`src/rtl/nqbs_pkg.sv`:
```
// Package for the N-queens backtracking solver.
// Field widths and compare widths shared by the solver modules and the checker.
// No dependencies.
`timescale 1ns / 1ps
`default_nettype none

package nqbs_pkg;

  localparam int SIZE_W  = 5;  // board size field
  localparam int ROW_W   = 4;  // row field
  localparam int COL_W   = 4;  // column field
  localparam int CMP_W   = 6;  // headroom for size, row, column and distance compares
  localparam int TDATA_W = 8;  // column + row, byte aligned
  localparam int INDATA_W = 8; // board size, byte aligned

  typedef logic [ROW_W-1:0] row_t;
  typedef logic [CMP_W-1:0] cmp_t;

endpackage

`default_nettype wire

```
`src/rtl/nqbs_conflict_unit.sv`:
```
// Shared attack check: one earlier queen against the candidate queen.
// Depends on nqbs_pkg.
`timescale 1ns / 1ps
`default_nettype none

module nqbs_conflict_unit (
  input  wire nqbs_pkg::row_t cand_row,
  input  wire nqbs_pkg::row_t prev_row,
  input  wire nqbs_pkg::cmp_t diag_dist,
  output logic                conflict
);
  import nqbs_pkg::*;

  cmp_t r_ext;
  cmp_t p_ext;

  assign r_ext = CMP_W'(cand_row);
  assign p_ext = CMP_W'(prev_row);

  // same row, or either diagonal
  assign conflict = (p_ext == r_ext) || ((p_ext + diag_dist) == r_ext) ||
                    ((r_ext + diag_dist) == p_ext);

endmodule

`default_nettype wire

```
`src/rtl/nqbs_row_stack.sv`:
```
// Row stack: chosen row per column, one write and one registered read per cycle.
// Depends on nqbs_pkg.
`timescale 1ns / 1ps
`default_nettype none

module nqbs_row_stack #(
  parameter int DEPTH = 16,
  parameter int AW    = 4
) (
  input  wire                 clk,
  input  wire                 wr_en,
  input  wire [AW-1:0]        wr_addr,
  input  wire nqbs_pkg::row_t wr_data,
  input  wire [AW-1:0]        rd_addr,
  output nqbs_pkg::row_t      rd_data
);
  import nqbs_pkg::*;

  row_t mem [DEPTH];

  always_ff @(posedge clk) begin
    if (wr_en) begin
      mem[wr_addr] <= wr_data;
    end
    rd_data <= mem[rd_addr];
  end

endmodule

`default_nettype wire

```
`src/rtl/n_queens_backtrack_solver_unit.sv`:
```
// N-queens solver top: sequencer over nqbs_row_stack and nqbs_conflict_unit (nqbs_pkg).
// The search is data dependent; each candidate is checked against every earlier column in turn
//   (shared conflict unit scanning the row stack), and each pop reloads the earlier row.
// One transaction at a time, in_tready high only when idle; each result is read from
//   the row stack, then held until out_tready before the next is read.
// Reset: rst_n synchronous active low; clears sequencer and output valid.
`timescale 1ns / 1ps
`default_nettype none

module n_queens_backtrack_solver_unit #(
  parameter int MAX_N = 16
) (
  input  wire                           clk,
  input  wire                           rst_n,
  input  wire                           in_tvalid,
  output logic                          in_tready,
  input  wire [nqbs_pkg::INDATA_W-1:0]  in_tdata,   // [4:0] board_size
  output logic                          out_tvalid,
  input  wire                           out_tready,
  output logic [nqbs_pkg::TDATA_W-1:0]  out_tdata,  // [3:0] column, [7:4] row
  output logic                          out_tuser,  // [0] found
  output logic                          out_tlast
);
  import nqbs_pkg::*;

  localparam int AW       = $clog2(MAX_N);
  localparam int ACCEPT_N = (MAX_N < 16) ? MAX_N : 16;

  localparam logic [2:0] S_IDLE    = 3'd0;
  localparam logic [2:0] S_SCAN    = 3'd1;
  localparam logic [2:0] S_ADV     = 3'd2;
  localparam logic [2:0] S_POP     = 3'd3;
  localparam logic [2:0] S_EMIT_RD = 3'd4;
  localparam logic [2:0] S_EMIT_LD = 3'd5;
  localparam logic [2:0] S_WAIT    = 3'd6;

  logic [2:0]        state_r, state_nxt;
  logic [SIZE_W-1:0] n_r, n_nxt;
  logic [AW-1:0]     col_r, col_nxt;
  row_t              cur_row_r, cur_row_nxt;
  logic [AW-1:0]     scan_r, scan_nxt;
  logic              rd_pend_r, rd_pend_nxt;
  logic [AW-1:0]     rd_idx_r, rd_idx_nxt;
  logic              found_r, found_nxt;
  logic              out_valid_r, out_valid_nxt;
  logic              out_found_r, out_found_nxt;
  logic              out_last_r, out_last_nxt;
  logic [COL_W-1:0]  out_col_r, out_col_nxt;
  row_t              out_row_r, out_row_nxt;

  logic              st_we;
  logic [AW-1:0]     st_raddr;
  row_t              st_rdata;
  cmp_t              diag_dist;
  logic              conflict;
  logic              scan_more;
  logic              row_inc_ok;
  logic              col_last;
  logic              last_k;
  logic              n_ok;
  logic [SIZE_W-1:0] in_n;

  assign in_n       = in_tdata[SIZE_W-1:0];
  assign n_ok       = (in_n != '0) && (CMP_W'(in_n) <= CMP_W'(ACCEPT_N));
  assign scan_more  = scan_r < col_r;
  assign diag_dist  = CMP_W'(col_r - rd_idx_r);
  assign row_inc_ok = (CMP_W'(cur_row_r) + CMP_W'(1)) < CMP_W'(n_r);
  assign col_last   = (CMP_W'(col_r) + CMP_W'(1)) >= CMP_W'(n_r);
  assign last_k     = (CMP_W'(scan_r) + CMP_W'(1)) == CMP_W'(n_r);
  assign st_raddr   = (state_r == S_ADV) ? (col_r - AW'(1)) : scan_r;

  nqbs_row_stack #(
    .DEPTH (MAX_N),
    .AW    (AW)
  ) u_stack (
    .clk     (clk),
    .wr_en   (st_we),
    .wr_addr (col_r),
    .wr_data (cur_row_r),
    .rd_addr (st_raddr),
    .rd_data (st_rdata)
  );

  nqbs_conflict_unit u_conflict (
    .cand_row  (cur_row_r),
    .prev_row  (st_rdata),
    .diag_dist (diag_dist),
    .conflict  (conflict)
  );

  always_comb begin
    state_nxt     = state_r;
    n_nxt         = n_r;
    col_nxt       = col_r;
    cur_row_nxt   = cur_row_r;
    scan_nxt      = scan_r;
    rd_pend_nxt   = rd_pend_r;
    rd_idx_nxt    = rd_idx_r;
    found_nxt     = found_r;
    out_valid_nxt = out_valid_r;
    out_found_nxt = out_found_r;
    out_last_nxt  = out_last_r;
    out_col_nxt   = out_col_r;
    out_row_nxt   = out_row_r;
    st_we         = 1'b0;
    unique case (state_r)
      S_IDLE: begin
        if (in_tvalid) begin
          n_nxt       = in_n;
          col_nxt     = '0;
          cur_row_nxt = '0;
          scan_nxt    = '0;
          rd_pend_nxt = 1'b0;
          found_nxt   = 1'b0;
          state_nxt   = n_ok ? S_SCAN : S_EMIT_LD;
        end
      end
      S_SCAN: begin
        if (rd_pend_r && conflict) begin
          rd_pend_nxt = 1'b0;
          state_nxt   = S_ADV;
        end else if (!scan_more && !rd_pend_r) begin
          st_we = 1'b1;
          if (col_last) begin
            found_nxt = 1'b1;
            scan_nxt  = '0;
            state_nxt = S_EMIT_RD;
          end else begin
            col_nxt     = col_r + AW'(1);
            cur_row_nxt = '0;
            scan_nxt    = '0;
          end
        end else begin
          rd_pend_nxt = scan_more;
          rd_idx_nxt  = scan_r;
          if (scan_more) begin
            scan_nxt = scan_r + AW'(1);
          end
        end
      end
      S_ADV: begin
        if (row_inc_ok) begin
          cur_row_nxt = cur_row_r + ROW_W'(1);
          scan_nxt    = '0;
          rd_pend_nxt = 1'b0;
          state_nxt   = S_SCAN;
        end else if (col_r == '0) begin
          found_nxt = 1'b0;
          state_nxt = S_EMIT_LD;
        end else begin
          col_nxt   = col_r - AW'(1);
          state_nxt = S_POP;
        end
      end
      S_POP: begin
        cur_row_nxt = st_rdata;
        state_nxt   = S_ADV;
      end
      S_EMIT_RD: begin
        state_nxt = S_EMIT_LD;
      end
      S_EMIT_LD: begin
        out_valid_nxt = 1'b1;
        out_found_nxt = found_r;
        out_col_nxt   = found_r ? COL_W'(scan_r) : '0;
        out_row_nxt   = found_r ? st_rdata : '0;
        out_last_nxt  = found_r ? last_k : 1'b1;
        state_nxt     = S_WAIT;
      end
      S_WAIT: begin
        if (out_tready) begin
          out_valid_nxt = 1'b0;
          if (out_last_r) begin
            state_nxt = S_IDLE;
          end else begin
            scan_nxt  = scan_r + AW'(1);
            state_nxt = S_EMIT_RD;
          end
        end
      end
      default: begin
        state_nxt = S_IDLE;
      end
    endcase
  end

  always_ff @(posedge clk) begin
    if (!rst_n) begin
      state_r     <= S_IDLE;
      out_valid_r <= 1'b0;
      rd_pend_r   <= 1'b0;
      found_r     <= 1'b0;
    end else begin
      state_r     <= state_nxt;
      out_valid_r <= out_valid_nxt;
      rd_pend_r   <= rd_pend_nxt;
      found_r     <= found_nxt;
    end
  end

  always_ff @(posedge clk) begin
    n_r         <= n_nxt;
    col_r       <= col_nxt;
    cur_row_r   <= cur_row_nxt;
    scan_r      <= scan_nxt;
    rd_idx_r    <= rd_idx_nxt;
    out_found_r <= out_found_nxt;
    out_last_r  <= out_last_nxt;
    out_col_r   <= out_col_nxt;
    out_row_r   <= out_row_nxt;
  end

  assign in_tready  = (state_r == S_IDLE);
  assign out_tvalid = out_valid_r;
  assign out_tdata  = {out_row_r, out_col_r};
  assign out_tuser  = out_found_r;
  assign out_tlast  = out_last_r;

endmodule

`default_nettype wire

```
`config.mk`:
```
export PLATFORM = sky130hd
export DESIGN_NAME = n_queens_backtrack_solver_unit
export DESIGN_NICKNAME = d
export VERILOG_FILES = /design/src/rtl/nqbs_pkg.sv /design/src/rtl/nqbs_conflict_unit.sv /design/src/rtl/nqbs_row_stack.sv /design/src/rtl/n_queens_backtrack_solver_unit.sv
export SDC_FILE = /design/constraint.sdc
export NUM_CORES = 1
export LEC_CHECK = 0
export ABC_AREA = 1
export BUFFER_PORTS_ARGS = -buffer_cell sky130_fd_sc_hd__buf_2
export CAP_MARGIN = 20
export CORE_ASPECT_RATIO = 0.6
export CORE_MARGIN = 2
export CORE_UTILIZATION = 45
export CTS_BUF_LIST = sky130_fd_sc_hd__clkbuf_8
export DETAILED_ROUTE_END_ITERATION = 8
export SETUP_SLACK_MARGIN = 0.3
export SYNTH_ARGS = -nofsm -noshare
export SYNTH_HDL_FRONTEND = slang
export SYNTH_SLANG_ARGS = --single-unit
```
`constraint.sdc`:
```
create_clock -name clk -period 3.3 [get_ports clk]
set_input_delay 0.66 -clock clk [delete_from_list [all_inputs] [get_ports clk]]
set_output_delay 0.66 -clock clk [all_outputs]
set_load 0.05 [all_outputs]
```
==> impl_results.md, run 1 <==
* Outcome: finished clean
* Fin crit share at 0.895
* Mapped Cells at 598
* Hold-fix buffers, CTS at 0
* WP depth at 14
* CP startpoint: col_r[2]
* DR DRC count at 0
* All-Layer GR Usage at 0.209
* Worst-path cell chain: ha_4 -> a21oi_1 -> o21ai_2 -> xor2_1 -> buf_4 -> buf_4 -> ha_1 -> xnor2_1 -> xnor2_1 -> nor2_1 -> nand2_1 -> nand2_4 -> a31oi_1 -> buf_4
* Post-synth top area cell: edfxtp_1
* Die H at 91.0 um
* Clock Latency Late Sink at 400 ps
* Total die area at 13600 um^2
* CTS tree: yes
* Routed WL per cell at 16.9 um
* Synth Register Bits at 105
* Row count at 31
* Min Tclk post-route at 2950 ps
* CTS Buf Count at 9
* Core Area at 12200 um^2
* Prevailing post-synth register cell: edfxtp_1
* DR iter-0 viols at 340
* Max clock buf depth at 2
* IO buf count at 20
* Worst Setup End Kind: flip-flop
* Top Ports at 24
* DR pass1 iterations at 4
* Antenna Nets Post-Route at 0
* RSZ-0062 raised after global routing: true
* Clock transition at path regs at 110 ps
* Nets at 682
* Initial core utilization at 0.466
* Clk sinks at 105
* Reg2Reg Capture Point: scan_r[0]
* Reg2Reg Setup Slack at 350 ps
* Number of setup violations in the final report at 0
* Post-synth ARST share at 0
* Ant. Diodes at 0
* Max_slew headroom at 0.472
* Slew of the pin with the lowest slew margin at 786 ps
* RD Place Congestion at 0.928
* Max_cap viols at 0
* Reg with most FFs: u_stack.mem
* Max Slew Vio Count at 0
* Post-synthesis sequential area ratio at 0.538
* Hold Crit Class: primary input to flip-flop
* Max reg flops at 64
* Critical path arrival at 3070 ps
* Cell Area, Synth at 5670 um^2
* Skew final at 17.6 ps
* Max Clk Rate at 0.339 GHz
* Post-synth EDFFs at 95
* Via count at 4226
* Crit path max fanout at 4
* Top cell by count, worst path: buf_4
* Largest net degree at the start of global routing at 34
* Critical Path End: scan_r[0]
* WS Path Type: flip-flop to flip-flop
* Die X at 149 um
* Root Driver: clkbuf_8
* Initial antenna violation count at 0
* Biggest regs: u_stack.mem: 64 flops, n_r: 5 flops
* Area grow syn2layout at 10.8%
* DRT Wirelength at 13600 um
* Largest cells by area after synthesis: edfxtp_1 (50%), nand2_1 (7.2%), ha_1 (7.1%), nor2_1 (6.4%), inv_1 (4.3%)
* Final Hold Fails at 0
* Number of library cell types mapped by synthesis at 40
* Post-synth top area share at 0.503
* Crit start category: flip-flop
* Yosys warns at 0
* RR Startpoint: col_r[2]
* Post-synth net total at 645
* Avg Inst Size Synth at 9.49 um^2
* First-pass GRT wire length at 21400 um
* CP max-delay cell: edfxtp_1
* Share of cells above drive strength 1 at 0.139
* Number of vias per cell at 5.25
* Largest stage delay, worst path at 460 ps
* DP Wirelength at 10000 um
* Final Util at 0.516
* CP Buf/Inv Count at 3
* Remaining global-route overflow at 0
* Setup TNS Final at 0 ps
* Top Family by Delay on Critical Path: adder cells
* Reg2reg path depth at 14
* Worst Path Required at 3420 ps
* Number of global-route vias before repair at 3888
* H-tree depth at 3
* Worst Hold Depth at 1
[cell type report]
type	instances	area (um^2)
Timing Repair Buffer	40	250
Clock buffer	9	124
Fill cell	1145	5890
Tap cell	165	206
Sequential cell	105	3050
Inverter	73	284
Multi-Input combinational cell	406	2290
Clock inverter	7	80.1
[cells in the final DEF, fill, tap and decap left out, types with 2 or more instances in the layout]
master    Yosys  routed
inv_6         1       2
edfxtp_1     95      95
buf_2         2      20
o211ai_1      2       2
inv_8         0       2
xnor2_2       0       2
inv_2         5       7
dfxtp_1      10      10
nand2_2       2       6
nor2_1       97      95
o21ai_0      35      34
o21ai_2       1       2
nor3_1        9       9
buf_4         4      20
xnor2_1       6       4
inv_1        65      63
o22ai_1       4       4
xor2_1       12      12
nand3_1      24      24
inv_4         2       2
nand2_4       1       2
clkbuf_8      0       9
a21oi_1      18      17
ha_1         32      30
fa_1          3       2
o21a_1        2       2
o21ai_1      31      31
nand2_1     109     104
nand4_1       7       7
nor2_2        2       4
clkinv_8      0       2
ha_4          0       2
[layer usage]
| metal | vias up | share of wire | GRT usage | routed length [um] |
|---|---|---|---|---|
| met3 | 7 | 0.064 | 0.0457 | 877 |
| met4 | 0 | 0.0076 | 0.0468 | 103 |
| li1 | 2083 | - | - | - |
| met1 | 2021 | 0.54 | 0.344 | 7290 |
| met5 | - | 0 | 0 | 0 |
| met2 | 115 | 0.39 | 0.272 | 5330 |
[synthesized netlist by cell type, types with 2 or more instances]
| library cell | instances |
|---|---|
| o21ai_1 | 31 |
| o22ai_1 | 4 |
| nor2_1 | 97 |
| nor2_2 | 2 |
| ha_1 | 32 |
| nand2_1 | 109 |
| buf_4 | 4 |
| o211ai_1 | 2 |
| inv_2 | 5 |
| edfxtp_1 | 95 |
| nor3_1 | 9 |
| xnor2_1 | 6 |
| nand2_2 | 2 |
| dfxtp_1 | 10 |
| inv_1 | 65 |
| buf_2 | 2 |
| o21ai_0 | 35 |
| nand3_1 | 24 |
| o21a_1 | 2 |
| xor2_1 | 12 |
| inv_4 | 2 |
| a21oi_1 | 18 |
| nand4_1 | 7 |
| buf_6 | 5 |
| fa_1 | 3 |
[per-stage QoR]
| stage | cells | hold WS, ps | setup slack (ps) | instance area [um^2] |
|---|---|---|---|---|
| after floorplan | 598 | 406 | 386 | 5670 |
| after global placement | 783 | 452 | 255 | 5960 |
| after detailed placement | 783 | 475 | 249 | 5960 |
| after CTS | 800 | 446 | 324 | 6180 |
| after global routing | 805 | 443 | 205 | 6290 |
| final | 805 | 456 | 346 | 6290 |
[cells by family (layout without fill, tap and decap cells)]
| group | after synthesis | after routing | share of synthesized area |
|---|---|---|---|
| AND/OR/NAND/NOR | 254 | 254 | 0.187 |
| buffers and inverters | 87 | 129 | 0.0712 |
| XOR/XNOR | 18 | 18 | 0.0278 |
| AO/OA/AOI/OAI | 99 | 99 | 0.0944 |
| adder cells (fa/ha/maj) | 35 | 35 | 0.0812 |
| flip-flops | 105 | 105 | 0.538 |
[repair_timing]
item / 4_1_cts / 5_1_grt
buffers inserted: 1 / 5
setup endpoints to repair: 11 / 16
hold endpoints to repair: 0 / 0
pin swaps: 1 / 10
gates resized for setup: 4 / 15
[how the worst min path moves through the flow]
stage                     slack, ps    endpoint   startpoint
final                           460      n_r[3]  in_tdata[3]
after global routing            440      n_r[2]  in_tdata[2]
after CTS                       450      n_r[3]  in_tdata[3]
after detailed placement        470  out_tvalid   out_tvalid
after global placement          450  out_tvalid   out_tvalid
after floorplan                 410   out_tuser      found_r
Power of run 1 is left out: the tool's default activity adds up to more than one toggle a clock period on the data nets, which glitch-free logic cannot reach.
==> run 2: changes to the inputs <==
==> constraint.sdc (replaced) <==
create_clock -name clk -period 3.3 [get_ports clk]
set_input_delay 0.495 -clock clk [delete_from_list [all_inputs] [get_ports clk]]
set_output_delay 0.495 -clock clk [all_outputs]
set_load 0.05 [all_outputs]
==> run 2 against run 1 <==
  * Register-to-register slack about the same
  * Critical path depth down 1
  * Core utilization grew 0.70 points
  * First-iteration DRC count rose by 26%
  * Critical path type unchanged
  * Non-clock buffer count decreased by 2
  * Wire length rose by 0.68%
  * Sequential cell count unchanged
  * Count of clock-buffer cells in the layout stayed put
  * Fmax is 0.16% higher
  * Clock skew is 7.2 ps lower
==> impl_results.md, run 2 (synthesis results as in run 1) <==
* Outcome: finished clean
* Crit start category: flip-flop
* Clk sinks at 105 (unchanged)
* Root Driver: clkbuf_8
* Routed WL per cell at 17.1 um (+0.93%)
* H-tree depth at 3 (unchanged)
* Row count at 31 (unchanged)
* DR DRC count at 0 (unchanged)
* Reg with most FFs: u_stack.mem
* Top Ports at 24 (unchanged)
* DR iter-0 viols at 427 (+26%)
* Biggest regs: u_stack.mem: 64 flops, n_r: 5 flops
* Number of vias per cell at 5.31 (+1.1%)
* Max reg flops at 64 (unchanged)
* Core Area at 12200 um^2 (unchanged)
* RSZ-0062 raised after global routing: true
* Hold Crit Class: primary input to flip-flop
* Nets at 680 (-0.29%)
* Critical path arrival at 3060 ps (about the same)
* Via count at 4263 (+0.88%)
* DRT Wirelength at 13700 um (+0.68%)
* Max Clk Rate at 0.339 GHz (+0.16%)
* Die H at 91.0 um (unchanged)
* Share of cells above drive strength 1 at 0.150 (+0.0114)
* Min Tclk post-route at 2950 ps (-4.73 ps)
* Number of global-route vias before repair at 3859 (-0.75%)
* All-Layer GR Usage at 0.207 (-0.00135)
* Setup TNS Final at 0 ps (unchanged)
* Clock transition at path regs at 110 ps (about the same)
* Max_cap viols at 0 (unchanged)
* Slew of the pin with the lowest slew margin at 882 ps (+96.7 ps)
* Top sig layer: met4
* RD Place Congestion at 0.939 (+1.1%)
* Crit path max fanout at 4 (unchanged)
* WS Path Type: flip-flop to flip-flop
* Max Slew Vio Count at 0 (unchanged)
* Area grow syn2layout at 12.3%
* Number of setup violations in the final report at 0 (unchanged)
* Skew final at 10.5 ps (-7.18 ps)
* CTS Buf Count at 9 (unchanged)
* First-pass GRT wire length at 21200 um (-0.87%)
* IO buf count at 20 (unchanged)
* Worst Path Required at 3410 ps (about the same)
* Total die area at 13600 um^2 (unchanged)
* Die X at 149 um (unchanged)
* Initial antenna violation count at 0 (unchanged)
* Largest net degree at the start of global routing at 34 (unchanged)
* DP Wirelength at 10000 um (-0.33%)
* Metal-1 WL at 7040 um (-3.5%)
* Hold-fix buffers, CTS at 0 (unchanged)
* Fin crit share at 0.894 (-0.00143)
* CTS tree: yes
* Most frequent cells in the layout: nand2_1 (103), nor2_1 (95), edfxtp_1 (95)
* Clock Latency Late Sink at 380 ps (-20 ps)
* Max_slew headroom at 0.407 (-0.0650)
* Length of routed met2 wiring at 5560 um (+4.5%)
* DR pass1 iterations at 5 (+1)
* Ant. Diodes at 0 (unchanged)
* Final Hold Fails at 0 (unchanged)
* Max clock buf depth at 2 (unchanged)
* Remaining global-route overflow at 0 (unchanged)
* Initial core utilization at 0.466 (unchanged)
* Antenna Nets Post-Route at 0 (unchanged)
* Worst Setup End Kind: flip-flop
* Metal3 WL at 990 um (+13%)
* Most common cell after layout, fill and taps aside: nand2_1
==> run 2: cell types whose count changed in the layout (fill, tap and decap cells not counted), moves of 2 or more <==
cell	change
ha_4	+3
clkinv_8	-2
ha_1	-3
buf_4	-4
nand2_4	+3
nand2_2	-2
buf_6	+2
==> run 2: metrics by stage <==
stage	cells	area (um^2)	setup WS [ps]	util	hold slack [ps]
floorplan	598	5670	386	-	406
global placement	782	5960	264	0.489	453
detailed placement	782	5960	209	0.489	460
CTS	799	6190	322	0.509	283
global route	803	6370	234	0.523	289
finish	803	6370	351	0.523	303
==> run 2: worst max-delay path, stage by stage, from the launching register on <==
cell and delay, ps:
edfxtp_1 430, ha_4 190, fa_2 560, inv_4 60, fa_2 530, xnor2_1 70
nand2_1 100, nor2_1 50, nand2_1 60, nor2_1 50, nor2_2 150, nand2_4 120
a21oi_2 170, buf_4 160
==> run 2: metal layers <==
layer / global-route usage / vias to the layer above
li1: - / 2079
met1: 0.338 / 2029
met2: 0.278 / 145
met3: 0.0417 / 10
met4: 0.0444 / 0
met5: 0 / -
==> run 2: final timing paths <==
| kind | from | end | slack [ps] | depth (start not counted) |
|---|---|---|---|---|
| setup reg to reg | rd_idx_r[0] | rd_idx_r[2] | 350 | 13 |
| hold / removal | in_tdata[1] | n_r[1] | 300 | 1 |
| setup / recovery | rd_idx_r[0] | rd_idx_r[2] | 350 | 13 |
| hold reg to reg | out_tvalid | out_tvalid | 470 | 2 |
==> run 2: cell type report <==
class	instances	area (um^2)
Tap cell	165	206
Clock inverter	7	90.1
Inverter	73	287
Fill cell	1127	5810
Multi-Input combinational cell	406	2370
Sequential cell	105	3050
Timing Repair Buffer	38	243
Clock buffer	9	124
==> run 2: repair_timing <==
action	in CTS	in global routing
setup buffers	1	4
setup endpoints to repair	11	12
hold endpoints to repair	0	0
resized for setup	6	30
pin swaps	1	14
Power of run 2 is left out for the same reason.
==> run 3: changes to the inputs <==
- ABC_AREA: 1 -> 0
- SETUP_SLACK_MARGIN: 0.3 -> 0.4
==> run 3 against run 2 <==
  * Design area rose by 4.0%
  * Count of clock-buffer cells in the layout did not move
  * Core utilization rose by 2.8 points
  * Non-clock buffer count rose by 27
  * Critical endpoint is now scan_r[0]
==> impl_results.md, run 3 <==
* Outcome: finished clean
* CTS tree: yes
* Post-synth top area share at 0.515 (+0.0120)
* Top sig layer: met4
* Multi-input logic area at 2650 um^2 (+12%)
* Length of routed met2 wiring at 5490 um (-1.4%)
* CP startpoint: col_r[1]
* CP Buf/Inv Count at 3 (+1)
* Routed WL per cell at 20.4 um (+20%)
* Final Hold Fails at 0 (unchanged)
* DR iter-0 viols at 383 (-10%)
* Hold Crit Class: primary input to flip-flop
* Top Family by Delay on Critical Path: adder cells
* Remaining global-route overflow at 0 (unchanged)
* Mapped Cells at 429 (-28%)
* Number of vias per cell at 5.79 (+9.1%)
* Reg with most FFs: u_stack.mem
* Skew final at 14.2 ps (+3.77 ps)
* Clock Latency Late Sink at 380 ps (about the same)
* Fin crit share at 0.952 (+0.0581)
* Root Driver: clkbuf_8
* Largest cells by area after synthesis: edfxtp_1 (51%), ha_1 (7.2%), mux4_2 (6.5%), dfxtp_1 (3.6%), a21oi_1 (2.6%)
* Number of setup violations in the final report at 0 (unchanged)
* Post-synth ARST share at 0 (unchanged)
* Max Clk Rate at 0.318 GHz (-6.1%)
* Largest net degree at the start of global routing at 19 (-44%)
* Clk sinks at 105 (unchanged)
* First-pass GRT wire length at 20500 um (-3.4%)
* H-tree depth at 3 (unchanged)
* Max Slew Vio Count at 0 (unchanged)
* Synth cell count leaders: edfxtp_1 (95), nor2_1 (36), ha_1 (32)
* Max reg flops at 64 (unchanged)
* Fill cells at 1023 (-9.2%)
* Final hold slack at 301 ps (-2.50 ps)
* Total die area at 13200 um^2 (-2.3%)
* Avg Inst Size Synth at 12.9 um^2 (+36%)
* Max_cap viols at 0 (unchanged)
* Number of library cell types mapped by synthesis at 61 (+53%)
* Initial antenna violation count at 0 (unchanged)
* IO buf count at 20 (unchanged)
* DR DRC count at 0 (unchanged)
* Crit path max fanout at 4 (unchanged)
* Share of cells above drive strength 1 at 0.301 (+0.150)
* Cell Area, Synth at 5540 um^2 (-2.3%)
* Area grow syn2layout at 19.6%
* Post-synth top area cell: edfxtp_1
* Antenna Nets Post-Route at 0 (unchanged)
* Slew of the pin with the lowest slew margin at 904 ps (+21.9 ps)
* Top Ports at 24 (unchanged)
* CTS Buf Count at 9 (unchanged)
* WS Path Type: flip-flop to flip-flop
* Initial core utilization at 0.461 (-0.00502)
* Max clock buf depth at 2 (unchanged)
* Synth Register Bits at 105 (unchanged)
* Most common cell after layout, fill and taps aside: edfxtp_1
* Die H at 90.0 um (-1.1%)
* Hold Startpoint: in_tdata[1]
* Critical path arrival at 3250 ps (+190 ps)
* Min Tclk post-route at 3140 ps (+192 ps)
* Via count at 3846 (-9.8%)
* DP Wirelength at 10000 um (+0.26%)
* RR Startpoint: col_r[1]
* Largest stage delay, worst path at 580 ps (+20 ps)
* Sequential Area at 3050 um^2 (unchanged)
* Row count at 31 (unchanged)
* Crit start category: flip-flop
* Worst-path cell chain: inv_2 -> fa_2 -> inv_2 -> fa_2 -> a21oi_2 -> nor2b_1 -> a211o_1 -> a31oi_4 -> nand3b_1 -> a311oi_2 -> buf_4
* Max_slew headroom at 0.393 (-0.0147)
* DR pass1 iterations at 7 (+2)
* Biggest regs: u_stack.mem: 64 flops, n_r: 5 flops
* RD Place Congestion at 0.911 (-2.9%)
* Reg2Reg Setup Slack at 160 ps (-190 ps)
* Setup TNS Final at 0 ps (unchanged)
* Final Util at 0.551 (+0.0280)
* Nets at 541 (-20%)
* All-Layer GR Usage at 0.209 (+0.00173)
* Core Area at 12000 um^2 (-1.3%)
* Metal-1 WL at 6470 um (-8.1%)
* Dpl cells at 634 (-19%)
* Yosys warns at 0 (unchanged)
* Number of global-route vias before repair at 3739 (-3.1%)
* Most frequent cell after synthesis: edfxtp_1
* Post-synth net total at 476 (-26%)
* Ant. Diodes at 0 (unchanged)
* DRT Wirelength at 13600 um (-1.0%)
* RSZ-0062 raised after global routing: true
* Metal3 WL at 1450 um (+47%)
* Prevailing post-synth register cell: edfxtp_1
* CP max-delay cell: fa_2
* Worst Setup End Kind: flip-flop
* Post-synth EDFFs at 95 (unchanged)
* Clock transition at path regs at 100 ps (about the same)
* Worst Path Required at 3410 ps (about the same)
* Die X at 147 um (-1.1%)
* Layout Cells excl Fill at 664 (-17%)
* Most frequent cells in the layout: edfxtp_1 (95), buf_4 (39), nor2_1 (27)
* Post-synthesis sequential area ratio at 0.551 (+0.0129)
==> run 3: changes by cell type after synthesis, moves of 7 or more <==
cell,delta
nor2_1,-61
inv_1,-45
and2_1,+10
mux2i_1,+13
a21oi_1,+11
nand4_1,-7
o21ai_1,-31
nand2_1,-85
nand3_1,-14
mux4_2,+16
xnor2_1,+9
o21ai_0,-25
==> run 3: final timing paths <==
check	cells past startpoint	to
worst max-delay path	11	scan_r[0]
worst min-delay path	1	n_r[1]
worst max register to register	11	scan_r[0]
worst min register to register	2	out_tvalid
==> run 3: area by class of cell <==
class,count,share of cell area
multi-input cells,292,0.400
clock buffers,9,0.0187
clock inverters,7,0.00718
repair buffers,65,0.0708
flip-flops and latches,105,0.461
inverters,21,0.0119
well taps,165,0.0312
==> run 3: cells by family after synthesis <==
kind of cell             share of synthesized area
AND/OR/NAND/NOR                             0.0946
multiplexers                                0.0885
buffers and inverters                       0.0253
adder cells (fa/ha/maj)                     0.0831
XOR/XNOR                                    0.0483
flip-flops                                   0.551
AO/OA/AOI/OAI                                0.109
==> run 3: layer usage <==
metal  up-vias  track usage
met5         -            0
li1       1763            -
met2       163        0.282
met1      1898        0.329
met3        22       0.0675
met4         0       0.0393
==> run 3: through the flow <==
| stage | instance area (um^2) | setup WS (ps) |
|---|---|---|
| 4_1_cts | 6410 | 171 |
| 5_1_grt | 6630 | 33.9 |
| 3_5_place_dp | 6140 | 83.9 |
| 3_3_place_gp | 6140 | 116 |
| 2_1_floorplan | 5650 | 139 |
| 6_report | 6630 | 159 |
==> run 3: what timing repair did <==
action / CTS / global route
endpoints found under the setup margin: 15 / 53
hold buffers: 0 / 0
buffers inserted: 7 / 7
pin swaps: 15 / 14
resized for setup: 8 / 36
Power of run 3 is left out for the same reason.
